### config.mk
export PLATFORM = sky130hd
export DESIGN_NAME = bbc_ctrl
export DESIGN_NICKNAME = d
export VERILOG_FILES = /design/src/sv/bbc_pkg.sv /design/src/sv/bbc_ctrl.sv
export SDC_FILE = /design/constraint.sdc
export NUM_CORES = 1
export LEC_CHECK = 0
export ABC_AREA = 1
export BUFFER_PORTS_ARGS = -buffer_cell sky130_fd_sc_hd__buf_4
export CAP_MARGIN = 20
export CORE_UTILIZATION = 40
export CTS_CLUSTER_DIAMETER = 60
export DETAILED_ROUTE_END_ITERATION = 7
export GPL_TIMING_DRIVEN = 0
export PLACE_DENSITY_LB_ADDON = 0.25
export SYNTH_ARGS = -nofsm -noshare
export SYNTH_HDL_FRONTEND = slang
export SYNTH_SLANG_ARGS = --single-unit
### constraint.sdc
create_clock -name clk_i -period 2.96 [get_ports clk_i]
set_input_delay 0.148 -clock clk_i [delete_from_list [all_inputs] [get_ports clk_i]]
set_output_delay 0.148 -clock clk_i [all_outputs]
set_load 0.02 [all_outputs]
### src/sv/bbc_pkg.sv
// Shared types and constants for the block buffer cache.
// No dependencies; used by every module of the block.
`timescale 1ns / 1ps

package bbc_pkg;

  localparam int unsigned ENTRIES_DEF = 32;
  localparam int unsigned DEV_W       = 8;
  localparam int unsigned BLK_W       = 32;
  localparam int unsigned IDX_W       = 5;
  localparam int unsigned STAMP_W     = 32;
  localparam int unsigned STAMP_BIT_W = 5;
  localparam int unsigned CNT_W       = 8;
  localparam logic [CNT_W-1:0] CNT_MAX = '1;

  typedef enum logic [2:0] {
    CMD_GET     = 3'd0,
    CMD_RELEASE = 3'd1,
    CMD_PIN     = 3'd2,
    CMD_UNPIN   = 3'd3,
    CMD_VALID   = 3'd4
  } cmd_e;

  typedef enum logic [1:0] {
    STAT_OK     = 2'd0,
    STAT_NOFREE = 2'd1,
    STAT_UNDER  = 2'd2,
    STAT_OVER   = 2'd3
  } status_e;

  typedef enum logic [1:0] {
    ST_IDLE   = 2'd0,
    ST_LOOK   = 2'd1,
    ST_SCAN   = 2'd2,
    ST_COMMIT = 2'd3
  } state_e;

  typedef struct packed {
    logic [2:0]         command;
    logic [DEV_W-1:0]   device;
    logic [BLK_W-1:0]   block_number;
    logic [IDX_W-1:0]   entry_index;
    logic [STAMP_W-1:0] now;
  } req_t;

  typedef struct packed {
    logic [IDX_W-1:0] entry_out;
    logic             hit;
    logic             needs_read;
    logic [1:0]       status;
  } rsp_t;

  typedef struct packed {
    logic                   load;
    logic                   look;
    logic                   scan;
    logic                   commit;
    logic [STAMP_BIT_W-1:0] bit_sel;
  } dp_cmd_t;

  typedef struct packed {
    logic is_get;
    logic any_match;
    logic any_cand;
    logic out_busy;
  } dp_stat_t;

endpackage

### src/sv/bbc_ctrl.sv
// Sequencer for the block buffer cache: accept, tag lookup, stamp scan, commit.
// Depends on bbc_pkg; drives the datapath bbc_dp through dp_cmd_t.
`timescale 1ns / 1ps

module bbc_ctrl (
  input  logic              clk_i,
  input  logic              rst_ni,
  input  logic              in_valid_i,
  output logic              in_stall_o,
  input  bbc_pkg::dp_stat_t stat_i,
  output bbc_pkg::dp_cmd_t  cmd_o
);
  import bbc_pkg::*;

  state_e                 state_q, state_d;
  logic [STAMP_BIT_W-1:0] bit_q, bit_d;

  always_ff @(posedge clk_i or negedge rst_ni) begin
    if (!rst_ni) begin
      state_q <= ST_IDLE;
      bit_q   <= '0;
    end else begin
      state_q <= state_d;
      bit_q   <= bit_d;
    end
  end

  always_comb begin
    state_d = state_q;
    bit_d   = bit_q;
    unique case (state_q)
      ST_IDLE: begin
        if (in_valid_i) state_d = ST_LOOK;
      end
      ST_LOOK: begin
        // miss with a free entry: walk the stamps from the top bit down
        if (stat_i.is_get && !stat_i.any_match && stat_i.any_cand) begin
          state_d = ST_SCAN;
          bit_d   = STAMP_BIT_W'(STAMP_W - 1);
        end else begin
          state_d = ST_COMMIT;
        end
      end
      ST_SCAN: begin
        if (bit_q == '0) state_d = ST_COMMIT;
        else bit_d = bit_q - 1'b1;
      end
      ST_COMMIT: begin
        if (!stat_i.out_busy) state_d = ST_IDLE;
      end
      default: state_d = ST_IDLE;
    endcase
  end

  always_comb begin
    in_stall_o    = (state_q != ST_IDLE);
    cmd_o.load    = (state_q == ST_IDLE) && in_valid_i;
    cmd_o.look    = (state_q == ST_LOOK);
    cmd_o.scan    = (state_q == ST_SCAN);
    cmd_o.commit  = (state_q == ST_COMMIT) && !stat_i.out_busy;
    cmd_o.bit_sel = bit_q;
  end

endmodule

## Word-level counts from Yosys, hierarchy flattened

Index checks and enable logic that the tools add are counted.

| operators by class | value |
|---|---|
| add/sub/neg operators | 1 |
| equality and inequality tests | 8 |
| mux-type cells | 8 |
| reductions and logical operators | 12 |

Operators with widths:

| kind | number |
|---|---|
| two-way mux 5 bit | 2 |
| case mux 5 bit (2 select lines) | 1 |
| case mux 2 bit (4 select lines) | 1 |
| two-way mux 2 bit | 3 |
| inequality test 2 bit (second input constant) | 3 |
| AND reduction 3 bit | 2 |
| logical NOT 5 bit | 1 |
| subtractor 5 x 1 -> 5 bit (second input constant) | 1 |
| == test 2 bit (second input constant) | 2 |
| logical AND 1 bit | 4 |
| inequality test 2 x 1 -> 1 bit (second input constant) | 2 |
| nonzero test 2 bit | 2 |
| == test 2 x 1 -> 1 bit (second input constant) | 1 |
| logical NOT 1 bit | 2 |
| logical NOT 2 bit | 1 |
| two-way mux 1 bit | 1 |

| word-level totals | value |
|---|---|
| register bits | 7 |
| input port bits | 7 |

## Logic depth before layout (Yosys ltp)

Gate-level depths: netlist (run 1).

| depth | value |
|---|---|
| depth after elaboration | 5 |
| gate-level depth with buffers | 8 |
| depth with buffers taken out | 8 |

## Worst setup path after synthesis (run 1)

No wires, ideal clock.

| timing path | value |
|---|---|
| path type | reg2reg |
| start point | reg state_q[0] |
| end point | reg bit_q[3] |
| setup time | 117 ps |
| arrival | 1,281 ps |
| setup slack | 1,563 ps |
| stages on the path, launching flop included | 8 |
| cell sequence | dfrtp_1 inv_1 ha_1 inv_1 nor2_1 nor2_1 nand2_1 nand2_1 |

RTL lines:

| what | RTL line | RTL |
|---|---|---|
| from (decl) | bbc_ctrl.sv:15 | `state_e state_q, state_d;` |
| from (signal assigned) | bbc_ctrl.sv:23 | `state_q <= state_d;` |
| to (signal assigned) | bbc_ctrl.sv:24 | `bit_q <= bit_d;` |
| to (decl) | bbc_ctrl.sv:16 | `logic [STAMP_BIT_W-1:0] bit_q, bit_d;` |

==> results of run 1 <==
-- layer usage --
layer | up-vias | wire length [microns]
met5 | - | 0
li1 | 270 | -
met2 | 11 | 404
met4 | 0 | 11
met1 | 194 | 513
met3 | 3 | 68
-- logic make-up (layout without fill, tap and decap cells) --
group	after synthesis	count (layout)	share of synthesized area (%)
AND/OR/NAND/NOR	45	45	41.9
buffers and inverters	11	32	7.60
flip-flops	7	7	32.3
adder cells (fa/ha/maj)	6	6	13.8
AO/OA/AOI/OAI	3	3	2.76
XOR/XNOR	1	1	1.61
-- flip-flops by register name, summed over array words and instances (netlist names) --
register,cells
bit_q,5
state_q,2
-- cells in the mapped netlist --
cell type	count	area (sq um)
nand2_1	24	90.1
ha_1	6	75.1
nand4_4	1	21.3
nor2_4	1	11.3
clkinv_1	1	3.75
o21ai_1	1	5.00
xnor2_1	1	8.76
nand3b_1	1	7.51
nand3_1	8	40.0
a21oi_1	2	10.0
nand2_2	3	18.8
nor2_1	5	18.8
inv_1	9	33.8
dfrtp_1	7	175
inv_2	1	3.75
nand3_2	2	20.0
-- per-stage QoR --
step | total power, mW | std cells
after global routing | 1.01 | 108
after CTS | 0.919 | 108
after detailed placement | 0.826 | 103
after global placement | 0.817 | 103
after floorplan | 0.648 | 73
final | 0.907 | 108
-- final cells by class --
class	count	area, sq um	area share [%]
clock buffer	4	26.3	3.66
inverter	11	41.3	5.76
multi-input combinational	55	327	45.5
sequential	7	175	24.4
tap	14	17.5	2.44
timing repair buffer	17	130	18.2
-- worst max path at each step --
stage                           from        to  slack (ns)  cells past startpoint
after floorplan           state_q[0]  bit_q[3]        1.56                      7
final                     state_q[0]  cmd_o[6]        1.39                      3
after detailed placement  state_q[0]  bit_q[1]        1.55                      6
after global routing      state_q[0]  cmd_o[6]        1.31                      3
after CTS                 state_q[0]  cmd_o[6]        1.39                      3
after global placement    state_q[0]  bit_q[3]        1.55                      6
-- where the power goes --
part	internal, mW	switching (mW)	total (mW)
registers	0.150	0.0637	0.214
logic	0.240	0.365	0.605
clock network	0.0515	0.0369	0.0884
==> flow_summary.json, run 1 <==
{
  "post-route-drc-count": 0,
  "worstReg2RegStart": "state_q[0]",
  "rsz0062_at_grt": "false",
  "fin_hold_ws_ns": 0.233,
  "grt.met3_usage_pct": 8.67,
  "peakVddDrop_v": 0.000680,
  "post_cts.repair.setup_buffers": 0,
  "grt_busiest_layer": "met2",
  "path_class": "reg2out",
  "final_util_pct": 60.4,
  "drt_wl_total_microns": 999,
  "root_buffer": "clkbuf_4",
  "clkLatencyLatePin_ns": 0.26,
  "clk_pin_slew_ns": 0.05,
  "end_kind": "primary output",
  "grt_remaining_overflow": 0,
  "crit_required_ns": 2.81,
  "place_congestion": 0.767,
  "die_h_microns": 38.8,
  "cp_slowest_cell": "dfrtp_1",
  "final_common_cell": "nand2_1",
  "cpLargestDelayFamily": "flip-flops",
  "setup_tns_ns": 0,
  "final-setup-viol-count": 0,
  "finalCritPeriodShare_pct": 52.9,
  "layout_common_cells": "24 x nand2_1, 16 x buf_4, 9 x inv_1",
  "tightest_slew_ns": 0.357,
  "slowest_delay_ns": 0.43,
  "use_met1_pct": 22.9,
  "avgSynthCellArea_sq_um": 7.44,
  "fin_area_sq_um": 717,
  "ys_seq_elements": 7,
  "grt_max_degree": 9,
  "clock.fmax_ghz": 0.638,
  "drive_gt1_share_pct": 28.7,
  "dieArea_sq_um": 1510,
  "crit_chain": "inv_1 > ha_1 > buf_4",
  "dr.pass1.iters": 2,
  "cts.sinks": 7,
  "fill_cells": 108,
  "r2r_end": "bit_q[1]",
  "cp-start-kind": "register",
  "via_per_inst": 4.43,
  "cts_tree": "yes",
  "initial_utilization_pct": 45.8,
  "ant_nets": 0,
  "grt_pass1_wl_microns": 1700,
  "ctsLongestPathBuffers": 2,
  "worstPathMaxFanout": 8,
  "place_ws_ns": 1.55,
  "track_usage_pct": 17.4,
  "fin_crit_ns": 1.57,
  "syn_area_sq_um": 543,
  "fp.dieW_microns": 38.8,
  "n_antenna_cell": 0,
  "final.setup.worst_slack_ns": 1.39,
  "grt_antenna_before_repair": 0,
  "fin_nets": 108,
  "cap_violations": 0,
  "drt_iter0_markers": 3,
  "dp_hpwl_microns": 833,
  "syn_nets": 86,
  "maxSlewViolCount": 0,
  "cp.arrival_ns": 1.42,
  "htree_levels": 1,
  "r2r_cells": 6,
  "synthCells": 73,
  "syn2layout_area_growth_pct": 32.0,
  "worst_clock_skew_ns": 0.00552,
  "r2r_slack_ns": 1.53,
  "num_vias": 478,
  "cts_buffers": 3,
  "hp-class": "in2async",
  "power.leakage_nw": 0.395,
  "grt_pass1_vias": 418,
  "maxSlewHeadroom_pct": 76.2,
  "cts_resized": 0,
  "io_buffer_count": 16,
  "core-area_sq_um": 1190,
  "crit_buf_inv": 2,
  "ys_types": 16,
  "num_rows": 12,
  "yosysSeqAreaShare_pct": 32.3,
  "status": "finished, final reports clean",
  "grt.met2_usage_pct": 24.6,
  "hold_violations": 0,
  "wl_per_cell_microns": 9.25,
  "power-per-cell-area_nw_per_um2": 1270,
  "io_pins": 17,
  "ctsHoldBuffers": 1,
  "placedInstanceArea_sq_um": 681,
  "synth_warnings": 0
}
Power figures use the tool's default switching activity.
==> run 2: changes to the inputs <==
==> constraint.sdc (replaced) <==
create_clock -name clk_i -period 1.4 [get_ports clk_i]
set_input_delay 0.07 -clock clk_i [delete_from_list [all_inputs] [get_ports clk_i]]
set_output_delay 0.07 -clock clk_i [all_outputs]
set_load 0.02 [all_outputs]
==> flow_summary.json, run 2 (synthesis results as in run 1) <==
{
  "status": "finished, final reports clean",
  "clock.fmax_ghz": 0.753,
  "syn2layout_area_growth_pct": 35.9,
  "largest-register": "bit_q",
  "largest_register_ffs": 5,
  "n_antenna_cell": 0,
  "cts.sinks": 7,
  "num_rows": 12,
  "cp-start-kind": "register",
  "wl_per_cell_microns": 9.39,
  "hp-class": "in2reg",
  "fin_crit_ns": 1.33,
  "worst_clock_skew_ns": 0.00537,
  "htree_levels": 1,
  "end_kind": "primary output",
  "clk_pin_slew_ns": 0.05,
  "dp_hpwl_microns": 833,
  "final_util_pct": 62.2,
  "maxSlewHeadroom_pct": 84.8,
  "power-per-cell-area_nw_per_um2": 2690,
  "drive_gt1_share_pct": 33.3,
  "via_per_inst": 4.43,
  "placed_cells": 103,
  "grt_antenna_before_repair": 0,
  "path_class": "reg2out",
  "cp.arrival_ns": 1.26,
  "tightest_slew_ns": 0.228,
  "grt_remaining_overflow": 0,
  "grt_pass1_vias": 421,
  "r2r_slack_ns": 0.11,
  "num_vias": 487,
  "hold_violations": 0,
  "root_buffer": "clkbuf_4",
  "place_congestion": 0.767,
  "ant_nets": 0,
  "regArea_sq_um": 175,
  "cts_buffers": 3,
  "maxSlewViolCount": 0,
  "reg_top3": "bit_q: 5 flops, state_q: 2 flops",
  "finalCritPeriodShare_pct": 94.8,
  "initial_utilization_pct": 45.8,
  "drt_wl_total_microns": 1030,
  "fp.dieW_microns": 38.8,
  "die_h_microns": 38.8,
  "fin_nets": 110,
  "ctsLongestPathBuffers": 2,
  "final_common_cell": "nand2_1",
  "io_buffer_count": 16,
  "dieArea_sq_um": 1510,
  "post-route-drc-count": 0,
  "peakVddDrop_v": 0.00131,
  "multi_input_area_sq_um": 333,
  "grt_max_degree": 9,
  "worstPathMaxFanout": 8,
  "dr.pass1.iters": 4,
  "fin_cells": 110,
  "power.total_mw": 1.99,
  "clkLatencyLatePin_ns": 0.26,
  "cap_violations": 0,
  "core-area_sq_um": 1190,
  "final.setup.worst_slack_ns": 0.0728,
  "fill_cells": 104,
  "layout_common_cells": "24 x nand2_1, 18 x buf_4, 9 x inv_1",
  "drt_iter0_markers": 6,
  "cts_tree": "yes",
  "final-setup-viol-count": 0,
  "grt_pass1_wl_microns": 1730,
  "io_pins": 17,
  "power.leakage_nw": 0.407,
  "rsz0062_at_grt": "false",
  "crit_required_ns": 1.33,
  "place_ws_ns": -0.0123,
  "track_usage_pct": 17.6
}
-- run 2: changes by cell type in the layout (fill, tap and decap cells not counted) --
cell / delta
ha_1: -1
clkinv_1: -1
a21oi_1: -1
buf_4: +2
ha_2: +1
a21oi_2: +1
inv_2: +1
-- run 2: final cells by class --
type	instances	share of cell area [%]
Clock buffer	4	3.56
Inverter	11	5.59
Multi-Input combinational cell	55	45.1
Sequential cell	7	23.7
Tap cell	14	2.37
Timing Repair Buffer	19	19.7
-- run 2: stage by stage --
stage               setup TNS (ns)  area, sq um  hold WS [ns]
global route                     0          738         0.157
CTS                              0          727         0.153
detailed placement         -0.0205          681        -0.109
global placement           -0.0268          681        -0.112
floorplan                        0          543        -0.226
finish                           0          738         0.138
-- run 2: critical path, cell delays in order (launching register included) --
cell and delay, ns:
dfrtp_1 0.41, buf_4 0.14, ha_2 0.28, buf_4 0.18
-- run 2: worst paths after layout --
| check | startpoint | to | cells after the start |
|---|---|---|---|
| max in group asynchronous | rst_ni | state_q[1] | 2 |
| worst min register to register | bit_q[4] | bit_q[4] | 2 |
| worst max-delay path | state_q[1] | cmd_o[6] | 3 |
| worst min-delay path | stat_i[0] | state_q[0] | 4 |
| min in group asynchronous | rst_ni | bit_q[4] | 2 |
| worst max register to register | bit_q[0] | state_q[0] | 7 |
-- run 2: per-layer routing --
metal	GRT usage (%)	wire length [microns]	up-vias
li1	-	-	273
met3	8.67	71	3
met5	0	0	-
met4	5.17	11	0
met2	24.6	421	11
met1	23.6	529	200
-- run 2: repair_timing --
action                                 in CTS  in global routing
resized for setup                           1                  2
setup endpoints to repair                   6                  6
setup buffers                               1                  1
endpoints found under the hold margin       7                  0
hold buffers                                1                  0
-- run 2: where the power goes --
group	switching [mW]	leakage [nW]	internal [mW]
sequential	0.121	0.0784	0.318
clock	0.0781	0.0150	0.109
combinational	0.804	0.313	0.555
total	1.00	0.407	0.982
==> run 3: changes to the inputs <==
--- a/config.mk
+++ b/config.mk
@@ -5,14 +5,14 @@
 export SDC_FILE = /design/constraint.sdc
 export NUM_CORES = 1
 export LEC_CHECK = 0
-export ABC_AREA = 1
 export BUFFER_PORTS_ARGS = -buffer_cell sky130_fd_sc_hd__buf_4
 export CAP_MARGIN = 20
-export CORE_UTILIZATION = 40
+export CORE_AREA = 2 2 39 41
 export CTS_CLUSTER_DIAMETER = 60
 export DETAILED_ROUTE_END_ITERATION = 7
+export DIE_AREA = 0 0 41 43
 export GPL_TIMING_DRIVEN = 0
-export PLACE_DENSITY_LB_ADDON = 0.25
+export PLACE_DENSITY = 0.68
 export SYNTH_ARGS = -nofsm -noshare
 export SYNTH_HDL_FRONTEND = slang
 export SYNTH_SLANG_ARGS = --single-unit
==> flow_summary.json, run 3 <==
{
  "rsz0062_at_grt": "true",
  "worstPathMaxFanout": 4,
  "grt.met3_usage_pct": 3.14,
  "clock.fmax_ghz": 0.706,
  "fin_hold_ws_ns": 0.166,
  "synth-edff-count": 0,
  "fin_cells": 92,
  "core-area_sq_um": 1380,
  "end_kind": "register",
  "use_met1_pct": 16.8,
  "peakVddDrop_v": 0.000958,
  "grt_pass1_vias": 429,
  "num_rows": 14,
  "reg_top3": "bit_q: 5 flops, state_q: 2 flops",
  "async_reset_ff_share_pct": 100,
  "crit_required_ns": 1.53,
  "synth_area_leaders": "dfrtp_1 36%, ha_1 16%, a21oi_1 7.3%, nor4b_4 4.9%, inv_1 3.9%",
  "post-route-drc-count": 0,
  "largest-register": "bit_q",
  "finalCritPeriodShare_pct": 101,
  "via_per_inst": 5.26,
  "fp.dieW_microns": 41,
  "syn2layout_area_growth_pct": 63.0,
  "io_pins": 17,
  "path_class": "reg2reg",
  "cp-start-kind": "register",
  "largest_register_ffs": 5,
  "htree_levels": 1,
  "status": "finished, violations left",
  "synth_ff_type": "dfrtp_1",
  "hp-class": "in2async",
  "fin_nets": 90,
  "clk_pin_slew_ns": 0.05,
  "synthCells": 50,
  "yosysTopAreaCell": "dfrtp_1",
  "cts.sinks": 7,
  "grt.met2_usage_pct": 24.4,
  "synth_common_cells": "7 x a21oi_1, 7 x dfrtp_1, 6 x ha_1, 5 x inv_1, 4 x nand2_1",
  "num_vias": 484,
  "root_buffer": "clkbuf_4",
  "grt_busiest_layer": "met2",
  "die_h_microns": 43,
  "yosysSeqAreaShare_pct": 36.3,
  "dp_hpwl_microns": 760,
  "worst_clock_skew_ns": 0.00103,
  "avgSynthCellArea_sq_um": 9.66,
  "cts_tree": "yes",
  "ant_nets": 0,
  "ys_types": 24,
  "drive_gt1_share_pct": 60.5,
  "place_ws_ns": -0.166,
  "fin_crit_ns": 1.42,
  "io_buffer_count": 16,
  "dr.pass1.iters": 4,
  "grt_antenna_before_repair": 0,
  "drt_iter0_markers": 9,
  "cap_violations": 0,
  "final_common_cell": "buf_4",
  "violations": "setup timing",
  "grt_remaining_overflow": 0,
  "grt_max_degree": 8,
  "grt_pass1_wl_microns": 1750,
  "clkLatencyLatePin_ns": 0.25,
  "power.total_mw": 1.61,
  "syn_nets": 63,
  "hold_violations": 0,
  "place_congestion": 0.715,
  "power-per-cell-area_nw_per_um2": 2040,
  "yosys.area.top_type_share_pct": 36.3,
  "layout_common_cells": "21 x buf_4, 5 x a21oi_1, 5 x dfrtp_1",
  "syn_area_sq_um": 483,
  "maxSlewViolCount": 0,
  "ys_seq_elements": 7,
  "cts_buffers": 3,
  "n_antenna_cell": 0,
  "final-setup-viol-count": 3,
  "track_usage_pct": 15.9,
  "synth_warnings": 0,
  "placed_cells": 82,
  "setup_tns_ns": -0.0404,
  "ctsLongestPathBuffers": 2,
  "tightest_slew_ns": 0.261,
  "drt_wl_total_microns": 1180,
  "power.leakage_nw": 0.349,
  "initial_utilization_pct": 34.9,
  "maxSlewHeadroom_pct": 82.6,
  "final.setup.worst_slack_ns": -0.0171,
  "dieArea_sq_um": 1760,
  "wl_per_cell_microns": 12.8,
  "cp.arrival_ns": 1.55
}
## run 3: cell count changes after synthesis, moves of 3 or more
cell,delta
a21oi_1,+5
inv_1,-4
nand2_1,-20
nand2_2,-3
nand3_1,-7
nor2_1,-4
## run 3: logic make-up (layout without fill, tap and decap cells)
group	after synthesis	in the layout	synth area share [%]
flops	7	7	36.3
fa+ha+maj	6	6	15.5
simple gates	14	14	20.5
compound gates	18	18	23.8
buf+inv	5	31	3.89
## run 3: power breakdown
| group | switching (mW) | internal (mW) | leakage (nW) |
|---|---|---|---|
| registers | 0.0610 | 0.261 | 0.0672 |
| logic | 0.555 | 0.544 | 0.267 |
| clock network | 0.0797 | 0.109 | 0.0150 |
| total | 0.695 | 0.914 | 0.349 |
## run 3: per-layer routing
layer  routed length, microns  vias up
li1                         -      229
met1                      452      235
met2                      650       18
met3                       64        2
met4                       11        0
met5                        0        -
## run 3: final timing paths
kind / from / to / slack (ns) / depth (start not counted)
min in group clk_i: stat_i[0] / state_q[1] / 0.24 / 3
min reg2reg: bit_q[0] / bit_q[0] / 0.53 / 1
max: state_q[0] / bit_q[4] / -0.02 / 5
max reg2reg: state_q[0] / bit_q[4] / -0.02 / 5
max in group asynchronous: rst_ni / bit_q[1] / 1.10 / 2
min: rst_ni / bit_q[4] / 0.17 / 2
## run 3: area by class of cell
class | count | area, sq um
inverter | 5 | 18.8
timing repair buffer | 22 | 168
clock buffer | 4 | 26.3
sequential | 7 | 178
fill | 134 | 597
tap | 16 | 20.0
multi-input combinational | 38 | 377
## run 3: stage by stage
stage | utilization (%) | cell area (sq um)
floorplan | - | 510
global placement | 47.0 | 651
detailed placement | 47.0 | 651
CTS | 54.2 | 751
global route | 56.9 | 787
finish | 56.9 | 787
## run 3: what timing repair did
item	in CTS	in global routing
setup endpoints to repair	7	8
gates resized for setup	6	7
setup buffers	4	1
hold buffers	1	0
pin swaps	1	4
hold endpoints to repair	7	0
## run 3: worst max-delay path, cell delays in order, from the launching register on
cell	delay (ns)
dfrtp_1	0.38
inv_2	0.09
ha_4	0.28
a21bo_4	0.24
o31ai_2	0.20
o21ai_1	0.09
